==> src/hdl/lmcb_pkg.sv <==
// lmcb_pkg: shared types, codes and default sizes for the link mailbox bridge
// used by lmcb_ctrl and link_mailbox_channel_bridge_unit; no dependencies
package lmcb_pkg;

  // default sizes, handed down from the top level
  localparam int LMCB_BUFFER_BYTES   = 1024;
  localparam int LMCB_CHANNEL_BYTES  = 256;
  localparam int LMCB_TRANSMIT_LIMIT = 1024;

  // header bytes
  localparam logic [7:0] HDR_SEND_HOST = 8'h15;
  localparam logic [7:0] HDR_SEND_LINK = 8'h25;
  localparam logic [7:0] HDR_TX_REQ    = 8'h13;
  localparam logic [7:0] HDR_INFO_B    = 8'h12;
  localparam logic [7:0] HDR_INFO_A1   = 8'h01;
  localparam logic [7:0] HDR_INFO_A2   = 8'h02;
  localparam logic [7:0] HDR_CLEAR_A   = 8'h12;
  localparam logic [7:0] HDR_CLEAR_B   = 8'h00;
  localparam logic [7:0] HDR_STATUS_A  = 8'h05;
  localparam logic [7:0] HDR_STATUS_B  = 8'h20;

  // reply tags and check seed
  localparam logic [15:0] REPLY_CHECK  = 16'h1101;
  localparam logic [15:0] REPLY_STATUS = 16'h2005;
  localparam logic [15:0] CHECK_INIT   = 16'hFFFF;

  typedef enum logic [1:0] {
    CMD_WORD  = 2'd0,
    CMD_READY = 2'd1,
    CMD_ERROR = 2'd2,
    CMD_NONE  = 2'd3
  } cmd_e;

  typedef enum logic [1:0] {
    MODE_WAIT = 2'd0,
    MODE_RECV = 2'd1,
    MODE_SEND = 2'd2
  } mode_e;

  typedef enum logic [3:0] {
    ST_CLEAR,
    ST_IDLE,
    ST_EXEC,
    ST_WR,
    ST_RFIN,
    ST_RCHK,
    ST_RD,
    ST_RDLAST,
    ST_SFIN,
    ST_EMIT
  } state_e;

  typedef struct packed {
    cmd_e       cmd;
    logic [7:0] byte_a;
    logic [7:0] byte_b;
    logic [7:0] byte_c;
    logic [7:0] byte_d;
    logic [7:0] net_result;
    logic [7:0] net_phase;
  } item_t;

  typedef struct packed {
    logic        word_valid;
    logic [31:0] out_word;
    logic        is_last;
    logic        tx_request;
    logic [7:0]  tx_channel;
    logic [10:0] tx_size;
    logic        link_fault;
  } res_t;

endpackage

==> src/hdl/lmcb_ctrl.sv <==
// lmcb_ctrl: command sequencer, header decode, check word and buffer access
// depends on lmcb_pkg; drives the byte buffer held in lmcb_ram
module lmcb_ctrl import lmcb_pkg::*; #(
  parameter int BUFFER_BYTES   = LMCB_BUFFER_BYTES,
  parameter int CHANNEL_BYTES  = LMCB_CHANNEL_BYTES,
  parameter int TRANSMIT_LIMIT = LMCB_TRANSMIT_LIMIT
) (
  input  logic                            clk_i,
  input  logic                            rst_ni,
  input  logic                            in_valid_i,
  output logic                            in_ready_o,
  input  item_t                           item_i,
  input  logic                            res_ready_i,
  output logic                            res_valid_o,
  output res_t                            res_o,
  output logic                            mem_we_o,
  output logic [$clog2(BUFFER_BYTES)-1:0] mem_waddr_o,
  output logic [7:0]                      mem_wdata_o,
  output logic                            mem_re_o,
  output logic [$clog2(BUFFER_BYTES)-1:0] mem_raddr_o,
  input  logic [7:0]                      mem_rdata_i
);

  localparam int MAW      = $clog2(BUFFER_BYTES);
  localparam int ABW      = MAW + 2;
  localparam int CHANNELS = BUFFER_BYTES / CHANNEL_BYTES;

  function automatic res_t check_reply(logic [15:0] chk);
    res_t r;
    r            = '0;
    r.word_valid = 1'b1;
    r.out_word   = {REPLY_CHECK, chk};
    r.is_last    = 1'b1;
    return r;
  endfunction

  state_e         state_q, state_d;
  mode_e          mode_q, mode_d;
  item_t          item_q, item_d;
  logic [ABW-1:0] base_q, base_d;
  logic [15:0]    count_q, count_d;
  logic [ABW-1:0] pos_q, pos_d;
  logic [15:0]    check_q, check_d;
  logic [1:0]     k_q, k_d;
  logic [MAW-1:0] clr_q, clr_d;
  logic [31:0]    word_q, word_d;
  logic           cap_q, cap_d;
  logic           rdok_q, rdok_d;
  res_t           res_q, res_d;
  logic           two_q, two_d;

  logic [15:0]    hdr_count;
  logic [15:0]    hdr_check;
  logic           chan_ok;
  logic           count_ok;
  logic [ABW-1:0] hdr_base;
  logic [31:0]    tx_sum;
  logic [ABW-1:0] byte_addr;
  logic           addr_ok;
  logic [ABW-1:0] pos_next;
  logic           done;
  logic [7:0]     cap_byte;
  logic [7:0]     wr_byte;

  assign hdr_count = {item_q.byte_d, item_q.byte_c};
  assign hdr_check = CHECK_INIT ^ {item_q.byte_b, item_q.byte_a} ^ hdr_count;
  assign chan_ok   = 32'(item_q.byte_a) < 32'(CHANNELS);
  assign count_ok  = (hdr_count != 16'd0) && (32'(hdr_count) <= 32'(BUFFER_BYTES));
  assign hdr_base  = ABW'(32'(item_q.byte_a) * 32'(CHANNEL_BYTES));
  assign tx_sum    = 32'(hdr_count) + 32'(item_q.byte_a) * 32'(CHANNEL_BYTES);
  assign byte_addr = base_q + pos_q + ABW'(k_q);
  assign addr_ok   = byte_addr < ABW'(BUFFER_BYTES);
  assign pos_next  = pos_q + ABW'(4);
  assign done      = 32'(pos_next) >= 32'(count_q);
  // bytes beyond the buffer read as zero
  assign cap_byte  = rdok_q ? mem_rdata_i : 8'd0;

  always_comb begin
    case (k_q)
      2'd0:    wr_byte = item_q.byte_a;
      2'd1:    wr_byte = item_q.byte_b;
      2'd2:    wr_byte = item_q.byte_c;
      default: wr_byte = item_q.byte_d;
    endcase
  end

  // next state
  always_comb begin
    state_d = state_q;
    case (state_q)
      ST_CLEAR: begin
        if (clr_q == MAW'(BUFFER_BYTES - 1)) state_d = ST_IDLE;
      end
      ST_IDLE: begin
        if (in_valid_i) state_d = ST_EXEC;
      end
      ST_EXEC: begin
        state_d = ST_IDLE;
        if (item_q.cmd == CMD_ERROR) begin
          if (mode_q != MODE_WAIT) state_d = ST_EMIT;
        end else if (item_q.cmd == CMD_NONE) begin
          state_d = ST_IDLE;
        end else if (mode_q == MODE_RECV) begin
          if (item_q.cmd == CMD_WORD) state_d = ST_WR;
        end else if (mode_q == MODE_SEND) begin
          if (item_q.cmd == CMD_READY) state_d = ST_RD;
        end else if (item_q.cmd == CMD_WORD) begin
          if ((item_q.byte_b == HDR_SEND_HOST || item_q.byte_b == HDR_SEND_LINK) && chan_ok) begin
            state_d = ST_IDLE;
          end else if (item_q.byte_a == HDR_CLEAR_A && item_q.byte_b == HDR_CLEAR_B) begin
            state_d = ST_CLEAR;
          end else if (item_q.byte_b == HDR_INFO_B &&
                       (item_q.byte_a == HDR_INFO_A1 || item_q.byte_a == HDR_INFO_A2)) begin
            state_d = ST_EMIT;
          end else if (item_q.byte_b == HDR_TX_REQ && chan_ok) begin
            state_d = ST_EMIT;
          end else if (item_q.byte_a == HDR_STATUS_A && item_q.byte_b == HDR_STATUS_B) begin
            state_d = ST_EMIT;
          end
        end
      end
      ST_WR: begin
        if (k_q == 2'd3) state_d = ST_RFIN;
      end
      ST_RFIN: begin
        state_d = done ? ST_RCHK : ST_IDLE;
      end
      ST_RCHK: begin
        state_d = (mem_rdata_i != 8'd0) ? ST_EMIT : ST_IDLE;
      end
      ST_RD: begin
        if (k_q == 2'd3) state_d = ST_RDLAST;
      end
      ST_RDLAST: begin
        state_d = ST_SFIN;
      end
      ST_SFIN: begin
        state_d = ST_EMIT;
      end
      ST_EMIT: begin
        if (res_ready_i && !two_q) state_d = ST_IDLE;
      end
      default: begin
        state_d = ST_IDLE;
      end
    endcase
  end

  // outputs
  always_comb begin
    in_ready_o  = 1'b0;
    res_valid_o = 1'b0;
    mem_we_o    = 1'b0;
    mem_waddr_o = byte_addr[MAW-1:0];
    mem_wdata_o = wr_byte;
    mem_re_o    = 1'b0;
    mem_raddr_o = byte_addr[MAW-1:0];
    case (state_q)
      ST_CLEAR: begin
        mem_we_o    = 1'b1;
        mem_waddr_o = clr_q;
        mem_wdata_o = 8'd0;
      end
      ST_IDLE: begin
        in_ready_o = 1'b1;
      end
      ST_WR: begin
        mem_we_o = addr_ok;
      end
      ST_RFIN: begin
        // first byte of the channel decides whether the check is returned
        mem_re_o    = done;
        mem_raddr_o = base_q[MAW-1:0];
      end
      ST_RD: begin
        mem_re_o = addr_ok;
      end
      ST_EMIT: begin
        res_valid_o = 1'b1;
      end
      default: begin
        in_ready_o = 1'b0;
      end
    endcase
  end

  assign res_o = res_q;

  // datapath registers
  always_comb begin
    mode_d  = mode_q;
    item_d  = item_q;
    base_d  = base_q;
    count_d = count_q;
    pos_d   = pos_q;
    check_d = check_q;
    k_d     = k_q;
    clr_d   = clr_q;
    word_d  = word_q;
    cap_d   = 1'b0;
    rdok_d  = addr_ok;
    res_d   = res_q;
    two_d   = two_q;
    if (cap_q) word_d = {word_q[23:0], cap_byte};
    case (state_q)
      ST_CLEAR: begin
        clr_d = clr_q + MAW'(1);
      end
      ST_IDLE: begin
        if (in_valid_i) item_d = item_i;
      end
      ST_EXEC: begin
        k_d   = 2'd0;
        clr_d = '0;
        two_d = 1'b0;
        if (item_q.cmd == CMD_ERROR) begin
          mode_d           = MODE_WAIT;
          res_d            = '0;
          res_d.is_last    = 1'b1;
          res_d.link_fault = 1'b1;
        end else if (item_q.cmd == CMD_WORD && mode_q == MODE_WAIT) begin
          if ((item_q.byte_b == HDR_SEND_HOST || item_q.byte_b == HDR_SEND_LINK) && chan_ok) begin
            if (count_ok) begin
              count_d = hdr_count;
              base_d  = hdr_base;
              pos_d   = '0;
              if (item_q.byte_b == HDR_SEND_HOST) begin
                check_d = hdr_check;
                mode_d  = MODE_RECV;
              end else begin
                check_d = CHECK_INIT;
                mode_d  = MODE_SEND;
              end
            end
          end else if (item_q.byte_a == HDR_CLEAR_A && item_q.byte_b == HDR_CLEAR_B) begin
            clr_d = '0;
          end else if (item_q.byte_b == HDR_INFO_B &&
                       (item_q.byte_a == HDR_INFO_A1 || item_q.byte_a == HDR_INFO_A2)) begin
            check_d = hdr_check;
            res_d   = check_reply(hdr_check);
          end else if (item_q.byte_b == HDR_TX_REQ && chan_ok) begin
            check_d          = hdr_check;
            res_d            = check_reply(hdr_check);
            res_d.tx_request = 1'b1;
            if (tx_sum > 32'(TRANSMIT_LIMIT)) begin
              res_d.tx_channel = 8'd0;
              res_d.tx_size    = 11'(TRANSMIT_LIMIT);
            end else begin
              res_d.tx_channel = item_q.byte_a;
              res_d.tx_size    = 11'(hdr_count);
            end
          end else if (item_q.byte_a == HDR_STATUS_A && item_q.byte_b == HDR_STATUS_B) begin
            res_d          = '0;
            res_d.word_valid = 1'b1;
            res_d.is_last  = 1'b1;
            res_d.out_word = {REPLY_STATUS, item_q.net_phase, item_q.net_result};
          end
        end
      end
      ST_WR: begin
        k_d = k_q + 2'd1;
      end
      ST_RFIN: begin
        check_d = check_q ^ {item_q.byte_b, item_q.byte_a} ^ {item_q.byte_d, item_q.byte_c};
        pos_d   = pos_next;
        if (done) mode_d = MODE_WAIT;
      end
      ST_RCHK: begin
        res_d = check_reply(check_q);
      end
      ST_RD: begin
        k_d   = k_q + 2'd1;
        cap_d = 1'b1;
      end
      ST_SFIN: begin
        // halfwords of the big-endian word: byte0|byte1<<8 and byte2|byte3<<8
        check_d = check_q ^ {word_q[23:16], word_q[31:24]} ^ {word_q[7:0], word_q[15:8]};
        pos_d   = pos_next;
        res_d            = '0;
        res_d.word_valid = 1'b1;
        res_d.out_word   = word_q;
        res_d.is_last    = !done;
        if (done) begin
          mode_d = MODE_WAIT;
          two_d  = 1'b1;
        end
      end
      ST_EMIT: begin
        if (res_ready_i && two_q) begin
          res_d = check_reply(check_q);
          two_d = 1'b0;
        end
      end
      default: begin
        two_d = two_q;
      end
    endcase
  end

  always_ff @(posedge clk_i or negedge rst_ni) begin
    if (!rst_ni) begin
      state_q <= ST_CLEAR;
      mode_q  <= MODE_WAIT;
      base_q  <= '0;
      count_q <= '0;
      pos_q   <= '0;
      check_q <= CHECK_INIT;
      k_q     <= '0;
      clr_q   <= '0;
      cap_q   <= 1'b0;
      rdok_q  <= 1'b0;
      two_q   <= 1'b0;
    end else begin
      state_q <= state_d;
      mode_q  <= mode_d;
      base_q  <= base_d;
      count_q <= count_d;
      pos_q   <= pos_d;
      check_q <= check_d;
      k_q     <= k_d;
      clr_q   <= clr_d;
      cap_q   <= cap_d;
      rdok_q  <= rdok_d;
      two_q   <= two_d;
    end
  end

  always_ff @(posedge clk_i) begin
    item_q <= item_d;
    word_q <= word_d;
    res_q  <= res_d;
  end

endmodule

==> config.mk <==
export PLATFORM = sky130hd
export DESIGN_NAME = lmcb_ctrl
export DESIGN_NICKNAME = d
export VERILOG_FILES = /design/src/hdl/lmcb_pkg.sv /design/src/hdl/lmcb_ctrl.sv
export SDC_FILE = /design/constraint.sdc
export NUM_CORES = 1
export LEC_CHECK = 0
export ABC_AREA = 1
export BUFFER_PORTS_ARGS = -buffer_cell sky130_fd_sc_hd__buf_4
export CORE_MARGIN = 4
export CORE_UTILIZATION = 58
export CTS_CLUSTER_DIAMETER = 50
export CTS_CLUSTER_SIZE = 8
export DETAILED_ROUTE_END_ITERATION = 7
export GPL_TIMING_DRIVEN = 0
export PLACE_DENSITY = 0.77
export SLEW_MARGIN = 20
export SYNTH_ARGS = -nofsm -noshare
export SYNTH_HDL_FRONTEND = slang
export SYNTH_SLANG_ARGS = --single-unit
==> constraint.sdc <==
create_clock -name clk_i -period 6.4 [get_ports clk_i]
set_clock_uncertainty 0.1 [all_clocks]
set_input_delay 1.6 -clock clk_i [delete_from_list [all_inputs] [get_ports clk_i]]
set_output_delay 1.6 -clock clk_i [all_outputs]
set_load 0.02 [all_outputs]
After elaboration in Yosys (flattened, before gate mapping)
Cells that the tools add are included.
W data, S select, Z words.
- $lt $le $gt $ge: 5
- $add $sub $neg: 6
- reduce and logical (&&, ||, !) cells: 37
- equal/unequal tests: 48
- multiplexer cells: 66
- bitwise gates (word level): 7
- operators by type and width (kind ; number):
    $mux W55 ; 8
    $pmux W55 S4 ; 1
    $mux W16 ; 8
    $xor A16 B16 Y16 ; 5
    $mux W4 ; 17
    $mux W12 ; 4
    $pmux W16 S3 ; 1
    $pmux W4 S10 ; 1
    $eq A8 B5 Y1 const B ; 4
    $pmux W12 S2 ; 1
    $pmux W8 S3 ; 1
    $ne A2 B2 Y1 const B ; 11
    $ne A3 B3 Y1 const B ; 7
    $mux W10 ; 2
    $pmux W10 S2 ; 1
    $reduce_and A5 Y1 ; 4
    $mux W19 ; 1
    $add A16 B16 Y17 ; 1
    $gt A17 B11 Y1 const B ; 1
    $eq A4 B3 Y1 const B ; 4
    $eq A8 B6 Y1 const B ; 2
    $ge A12 B16 Y1 ; 1
    $le A16 B11 Y1 const B ; 1
    $not A16 Y16 ; 1
    42 further kinds ; 81
- register bits: 206
- bits of input ports: 62
- output and inout bits: 87
- logic and storage cells: 196

Longest topological paths before layout
- depth in word-level cells: 13
- mapped depth: 16
- gate-level depth less buffers: 16

Worst setup path after synthesis
OpenSTA, ideal clock, no wires.
- path type: in2reg
- from: in res_ready_i
- to: reg res_q, in the netlist res_o[0] (enable)
- setup time: 0.501 ns
- data required time: 5.799 ns
- data arrival time: 4.594 ns
- path buffers: 0
- setup slack: 1.205 ns
- cell stages on the path: 4
- path through: nand2_1 nand2_1 o211ai_1 a31oi_1
- longest elaborated chain between the ends: 3
- ends and longest elaborated chain (what ; RTL line ; source):
    start, declared ; lmcb_ctrl.sv:13 ; input logic res_ready_i,
    $logic_and A1 B1 Y1 ; lmcb_ctrl.sv:289 ; if (res_ready_i && two_q) begin
    $ne A2 B2 Y1 (no line) ; - ;
    $reduce_and A6 Y1 (no line) ; - ;
    end signal, assigned ; lmcb_ctrl.sv:331 ; res_q <= res_d;
    end, declared ; lmcb_ctrl.sv:49 ; res_t res_q, res_d;
No other way between the ends.
A chain may end at the register's enable or synchronous reset.

Worst setup path in the final report
- from: reg pos_q[2]
- to: out mem_re_o
- longest elaborated chain between the ends: 4
- elaborated cells on any way between the ends: 6
- those cells by class: add/sub (3); order compare (2); mux (1)
- ends and longest elaborated chain (what ; RTL line ; source):
    start, declared ; lmcb_ctrl.sv:42 ; logic [ABW-1:0] pos_q, pos_d;
    start signal, assigned ; lmcb_ctrl.sv:318 ; pos_q <= pos_d;
    $add A12 B12 Y12 ; lmcb_ctrl.sv:71 ; assign byte_addr = base_q + pos_q + ABW'(k_q);
    $add A12 B2 Y12 ; lmcb_ctrl.sv:71 ;
    $lt A12 B11 Y1 ; lmcb_ctrl.sv:72 ; assign addr_ok = byte_addr < ABW'(BUFFER_BYTES);
    $pmux W1 S2 * ; lmcb_ctrl.sv:158 ; case (state_q)
    end, declared ; lmcb_ctrl.sv:19 ; output logic mem_re_o,
Every way passes the cells marked *; elsewhere a longest branch is shown, timed or not.

==> impl_metrics.xml <==
<?xml version="1.0" encoding="UTF-8"?>
<metrics>
  <group name="outcome">
    <metric name="outcome" unit="">finished, final reports clean</metric>
  </group>
  <group name="yosys">
    <metric name="netlist_top_cells_area" unit="">sky130_fd_sc_hd__edfxtp_1 (38%), sky130_fd_sc_hd__dfrtp_1 (12%), sky130_fd_sc_hd__nand2_1 (10%), sky130_fd_sc_hd__inv_1 (5.3%), sky130_fd_sc_hd__dfstp_2 (3.9%)</metric>
    <metric name="synthDominantAreaCellType" unit="">sky130_fd_sc_hd__edfxtp_1</metric>
    <metric name="area_share_of_the_leading_cell_type_in_the_synthesized_netlist" unit="%">38.0</metric>
    <metric name="synth_edf_count" unit="">137</metric>
    <metric name="synth.distinct_cells" unit="">48</metric>
    <metric name="synth-seq-cells" unit="">204</metric>
    <metric name="synth.yosys.warnings" unit="">0</metric>
    <metric name="netlist_instances" unit="">1205</metric>
    <metric name="netlist_area" unit="µm²">10800</metric>
    <metric name="synth_flop_cell" unit="">sky130_fd_sc_hd__edfxtp_1</metric>
    <metric name="syn_area_per_cell" unit="µm²">9.00</metric>
    <metric name="ys_async_sr_fraction" unit="%">32.8</metric>
    <metric name="ys_seq_area_share" unit="%">53.6</metric>
  </group>
  <group name="floorplan">
    <metric name="placementRows" unit="">49</metric>
    <metric name="chipHeight" unit="µm">145</metric>
    <metric name="fp.dieArea" unit="µm²">20900</metric>
    <metric name="floorplan.die.width" unit="µm">145</metric>
    <metric name="start_util" unit="%">59.7</metric>
    <metric name="io_pins" unit="">149</metric>
    <metric name="floorplan.core_area" unit="µm²">18100</metric>
  </group>
  <group name="power_and_ir_drop">
    <metric name="cellInternalPower" unit="W">0.00362</metric>
    <metric name="total_power" unit="W">0.00595</metric>
    <metric name="p_per_area" unit="nW/µm²">448</metric>
    <metric name="static-leakage-power" unit="nW">6.03</metric>
    <metric name="seq_power_share" unit="%">36.0</metric>
    <metric name="combPwrFrac" unit="%">38.9</metric>
    <metric name="max-vdd-ir-drop" unit="µV">324</metric>
    <metric name="power_switching_share" unit="%">39.1</metric>
    <metric name="power_switching" unit="W">0.00233</metric>
    <metric name="power.share.clock" unit="%">25.1</metric>
  </group>
  <group name="route">
    <metric name="drt_drc_violations_left" unit="">0</metric>
    <metric name="vias_per_cell" unit="">5.72</metric>
    <metric name="detail-route-antenna-nets" unit="">0</metric>
    <metric name="dr_total_vias" unit="">9437</metric>
    <metric name="route.final.wire_length" unit="µm">30800</metric>
    <metric name="drt_first_iter_violations" unit="">898</metric>
    <metric name="wl_per_cell" unit="µm">18.7</metric>
    <metric name="firstDrtPassIters" unit="">5</metric>
  </group>
  <group name="worst_setup_path">
    <metric name="worst-setup-path-type" unit="">reg -&gt; out</metric>
    <metric name="rr_worst_depth" unit="">14</metric>
    <metric name="crit_path_end_kind" unit="">output pin</metric>
    <metric name="critPathSlowestCell" unit="">sky130_fd_sc_hd__nor3_1</metric>
    <metric name="setup.reg_to_reg.worst_slack" unit="ns">3.43</metric>
    <metric name="timing.rr.end" unit="">state_q[2]$_DFFE_PN0P_</metric>
    <metric name="cp_data_arrival_time" unit="ns">3.35</metric>
    <metric name="crit_chain" unit="">inv_1, nor3_1, nand2_1, nor3_1, xor2_1, ha_1, a21oi_1, o21ai_0, nand2_1, nand2_1, nand2_1, o21ai_0, buf_4</metric>
    <metric name="crit_path_max_fanout" unit="">6</metric>
    <metric name="max_stage_delay" unit="ns">0.38</metric>
    <metric name="crit_path_start_kind" unit="">flop</metric>
    <metric name="crit_required" unit="ns">4.70</metric>
    <metric name="most_frequent_cell_on_the_critical_path" unit="">sky130_fd_sc_hd__nand2_1</metric>
    <metric name="crit-reg2reg-launch" unit="">pos_q[2]$_DFFE_PN0P_</metric>
  </group>
  <group name="clock_tree">
    <metric name="clock_sink_count" unit="">204</metric>
    <metric name="cts.hold.buffers_added" unit="">0</metric>
    <metric name="post_cts.repair.setup_buffers" unit="">0</metric>
    <metric name="clk_root_buffer_cell" unit="">sky130_fd_sc_hd__clkbuf_16</metric>
    <metric name="h-tree-depth" unit="">1</metric>
    <metric name="cts_inserted_buffers" unit="">31</metric>
    <metric name="clockBufferDepth" unit="">3</metric>
    <metric name="clock_latency" unit="ns">0.54</metric>
    <metric name="cts_resized" unit="">0</metric>
    <metric name="tritoncts" unit="">yes</metric>
    <metric name="post_cts_clock_slew_at_the_launch_and_capture_registers_of_the_worst_setup_and_hold_paths" unit="ns">0.05</metric>
  </group>
  <group name="timing">
    <metric name="final_number_of_max_transition_violations" unit="">0</metric>
    <metric name="setup_violations" unit="">0</metric>
    <metric name="final.setup.worst_slack" unit="ns">1.35</metric>
    <metric name="period_needed" unit="ns">5.05</metric>
    <metric name="max-slew-margin-rel" unit="%">40.9</metric>
    <metric name="final_worst_path_period_share" unit="%">78.9</metric>
    <metric name="max_freq" unit="MHz">198</metric>
    <metric name="tightest_slew" unit="ns">0.887</metric>
    <metric name="setup_repair_after_global_routing_missed_its_margin" unit="">no</metric>
    <metric name="final-hold-violation-count" unit="">0</metric>
  </group>
  <group name="place">
    <metric name="gp_congestion" unit="">0.947</metric>
    <metric name="io_buffer_count" unit="">148</metric>
    <metric name="place_hpwl" unit="µm">22300</metric>
    <metric name="pre_cts_ws" unit="ns">1.99</metric>
    <metric name="dp.cells" unit="">1592</metric>
  </group>
  <group name="grt">
    <metric name="grt_max_degree" unit="">68</metric>
    <metric name="grt_pass1_wl" unit="µm">47800</metric>
    <metric name="globalRouteOverflowTotal" unit="">0</metric>
    <metric name="grt_pass1_vias" unit="">9064</metric>
    <metric name="grt_util_all_layers" unit="%">29.5</metric>
    <metric name="antenna_found_initial" unit="">0</metric>
  </group>
  <group name="final_layout">
    <metric name="final_net_count" unit="">1486</metric>
    <metric name="final-instance-count-excl-fill" unit="">1649</metric>
    <metric name="drive_above_1_share" unit="%">19.4</metric>
    <metric name="most-common-layout-cells" unit="">sky130_fd_sc_hd__nand2_1 (300), sky130_fd_sc_hd__inv_1 (154), sky130_fd_sc_hd__buf_4 (152)</metric>
    <metric name="final_common_cell" unit="">sky130_fd_sc_hd__nand2_1</metric>
    <metric name="final_core_utilization" unit="%">73.2</metric>
    <metric name="area.growth.synth_to_final" unit="%">22.6</metric>
    <metric name="antenna_cells" unit="">0</metric>
  </group>
  <group name="job">
    <metric name="max-cap-violations" unit="">0</metric>
  </group>
  <group name="hold_path">
    <metric name="worst_hold_path.endpoint" unit="">word_q[25]$_DFFE_PP_</metric>
    <metric name="worst_hold_startpoint" unit="">word_q[17]$_DFFE_PP_</metric>
    <metric name="whs_path_depth" unit="">0</metric>
    <metric name="holdCritPathClass" unit="">reg -&gt; reg</metric>
  </group>
</metrics>
## final cells by class
class / count / area (µm²)
inverters: 163 / 614
plain buffers: 31 / 179
clock buffers: 54 / 883
flip-flops and latches: 204 / 5810
well taps: 229 / 287
fillers: 1405 / 4860
multi-input cells: 812 / 4280
repair buffers: 153 / 1220
clock inverters: 3 / 21.3
## cell usage after synthesis (16+ instances only)
cell type / n
sky130_fd_sc_hd__nand4_1: 25
sky130_fd_sc_hd__dfrtp_1: 51
sky130_fd_sc_hd__nand3_1: 81
sky130_fd_sc_hd__ha_1: 27
sky130_fd_sc_hd__dfstp_2: 16
sky130_fd_sc_hd__nor3_1: 19
sky130_fd_sc_hd__o21ai_0: 77
sky130_fd_sc_hd__xor2_1: 17
sky130_fd_sc_hd__a22oi_1: 17
sky130_fd_sc_hd__xnor2_1: 17
sky130_fd_sc_hd__nand2_1: 300
sky130_fd_sc_hd__a21oi_1: 37
sky130_fd_sc_hd__inv_1: 154
sky130_fd_sc_hd__nor2_1: 110
sky130_fd_sc_hd__edfxtp_1: 137
## state kept, by name (all words and copies together) (netlist names), 4 cells and up
signal,flops
base_q,4
check_q,16
clr_q,10
count_q,16
hdr_count,16
item_q,34
pos_q,10
res_o,55
state_q,4
word_q,32
## stage by stage
stage               TNS [ns]  hold WS [ns]  instance area (µm²)
floorplan                  0         0.350                10900
global placement      -17.07         0.360                12300
detailed placement         0         0.366                12400
CTS                        0         0.385                13300
global route               0         0.400                13300
finish                     0         0.385                13300
## worst max-delay path, delay by kind of cell (launching register included)
| kind | cells | cell delay [ns] |
|---|---|---|
| adder cells (fa/ha/maj) | 1 | 0.31 |
| AND/OR/NAND/NOR | 6 | 1.17 |
| AO/OA/AOI/OAI | 3 | 0.36 |
| buffers and inverters | 2 | 0.35 |
| XOR/XNOR | 1 | 0.27 |
| flip-flops | 1 | 0.35 |
## routing by layer
layer  GRT usage, %  wire [µm]
met3           5.39       2980
met1           41.9      12600
met5              0          0
met4           11.3       1200
met2           45.5      14000
## worst max path at each step
stage / startpoint / to / slack [ns] / depth (start not counted)
after CTS: pos_q[2]$_DFFE_PN0P_ / mem_re_o / 1.41 / 13
after floorplan: res_ready_i / res_o[0]$_DFFE_PP_ / 1.20 / 4
final: pos_q[2]$_DFFE_PN0P_ / mem_re_o / 1.35 / 13
after global placement: res_ready_i / res_o[15]$_DFFE_PP_ / -0.31 / 5
after global routing: pos_q[2]$_DFFE_PN0P_ / mem_re_o / 1.16 / 13
after detailed placement: pos_q[2]$_DFFE_PN0P_ / mem_re_o / 1.99 / 13
## cell families (layout without fill, tap and decap cells)
kind of cell	count (synthesis)	in the layout	share of synthesized area (%)
compound gates	164	164	8.62
flops	204	204	53.6
simple gates	580	580	24.4
xor+xnor	34	34	2.75
other cells	1	6	0.0346
buf+inv	194	404	7.32
fa+ha+maj	28	28	3.30
## power groups by stage
stage / Combinational (W) / Sequential, W / Clock [W]
final: 0.00231 / 0.00214 / 0.00149
after global routing: 0.00252 / 0.00218 / 0.00157
after CTS: 0.00230 / 0.00214 / 0.00150
after detailed placement: 0.00228 / 0.00216 / 0
after global placement: 0.00215 / 0.00219 / 0
after floorplan: 0.00119 / 0.00232 / 0
Note: power is estimated with default switching activity, not from simulation.
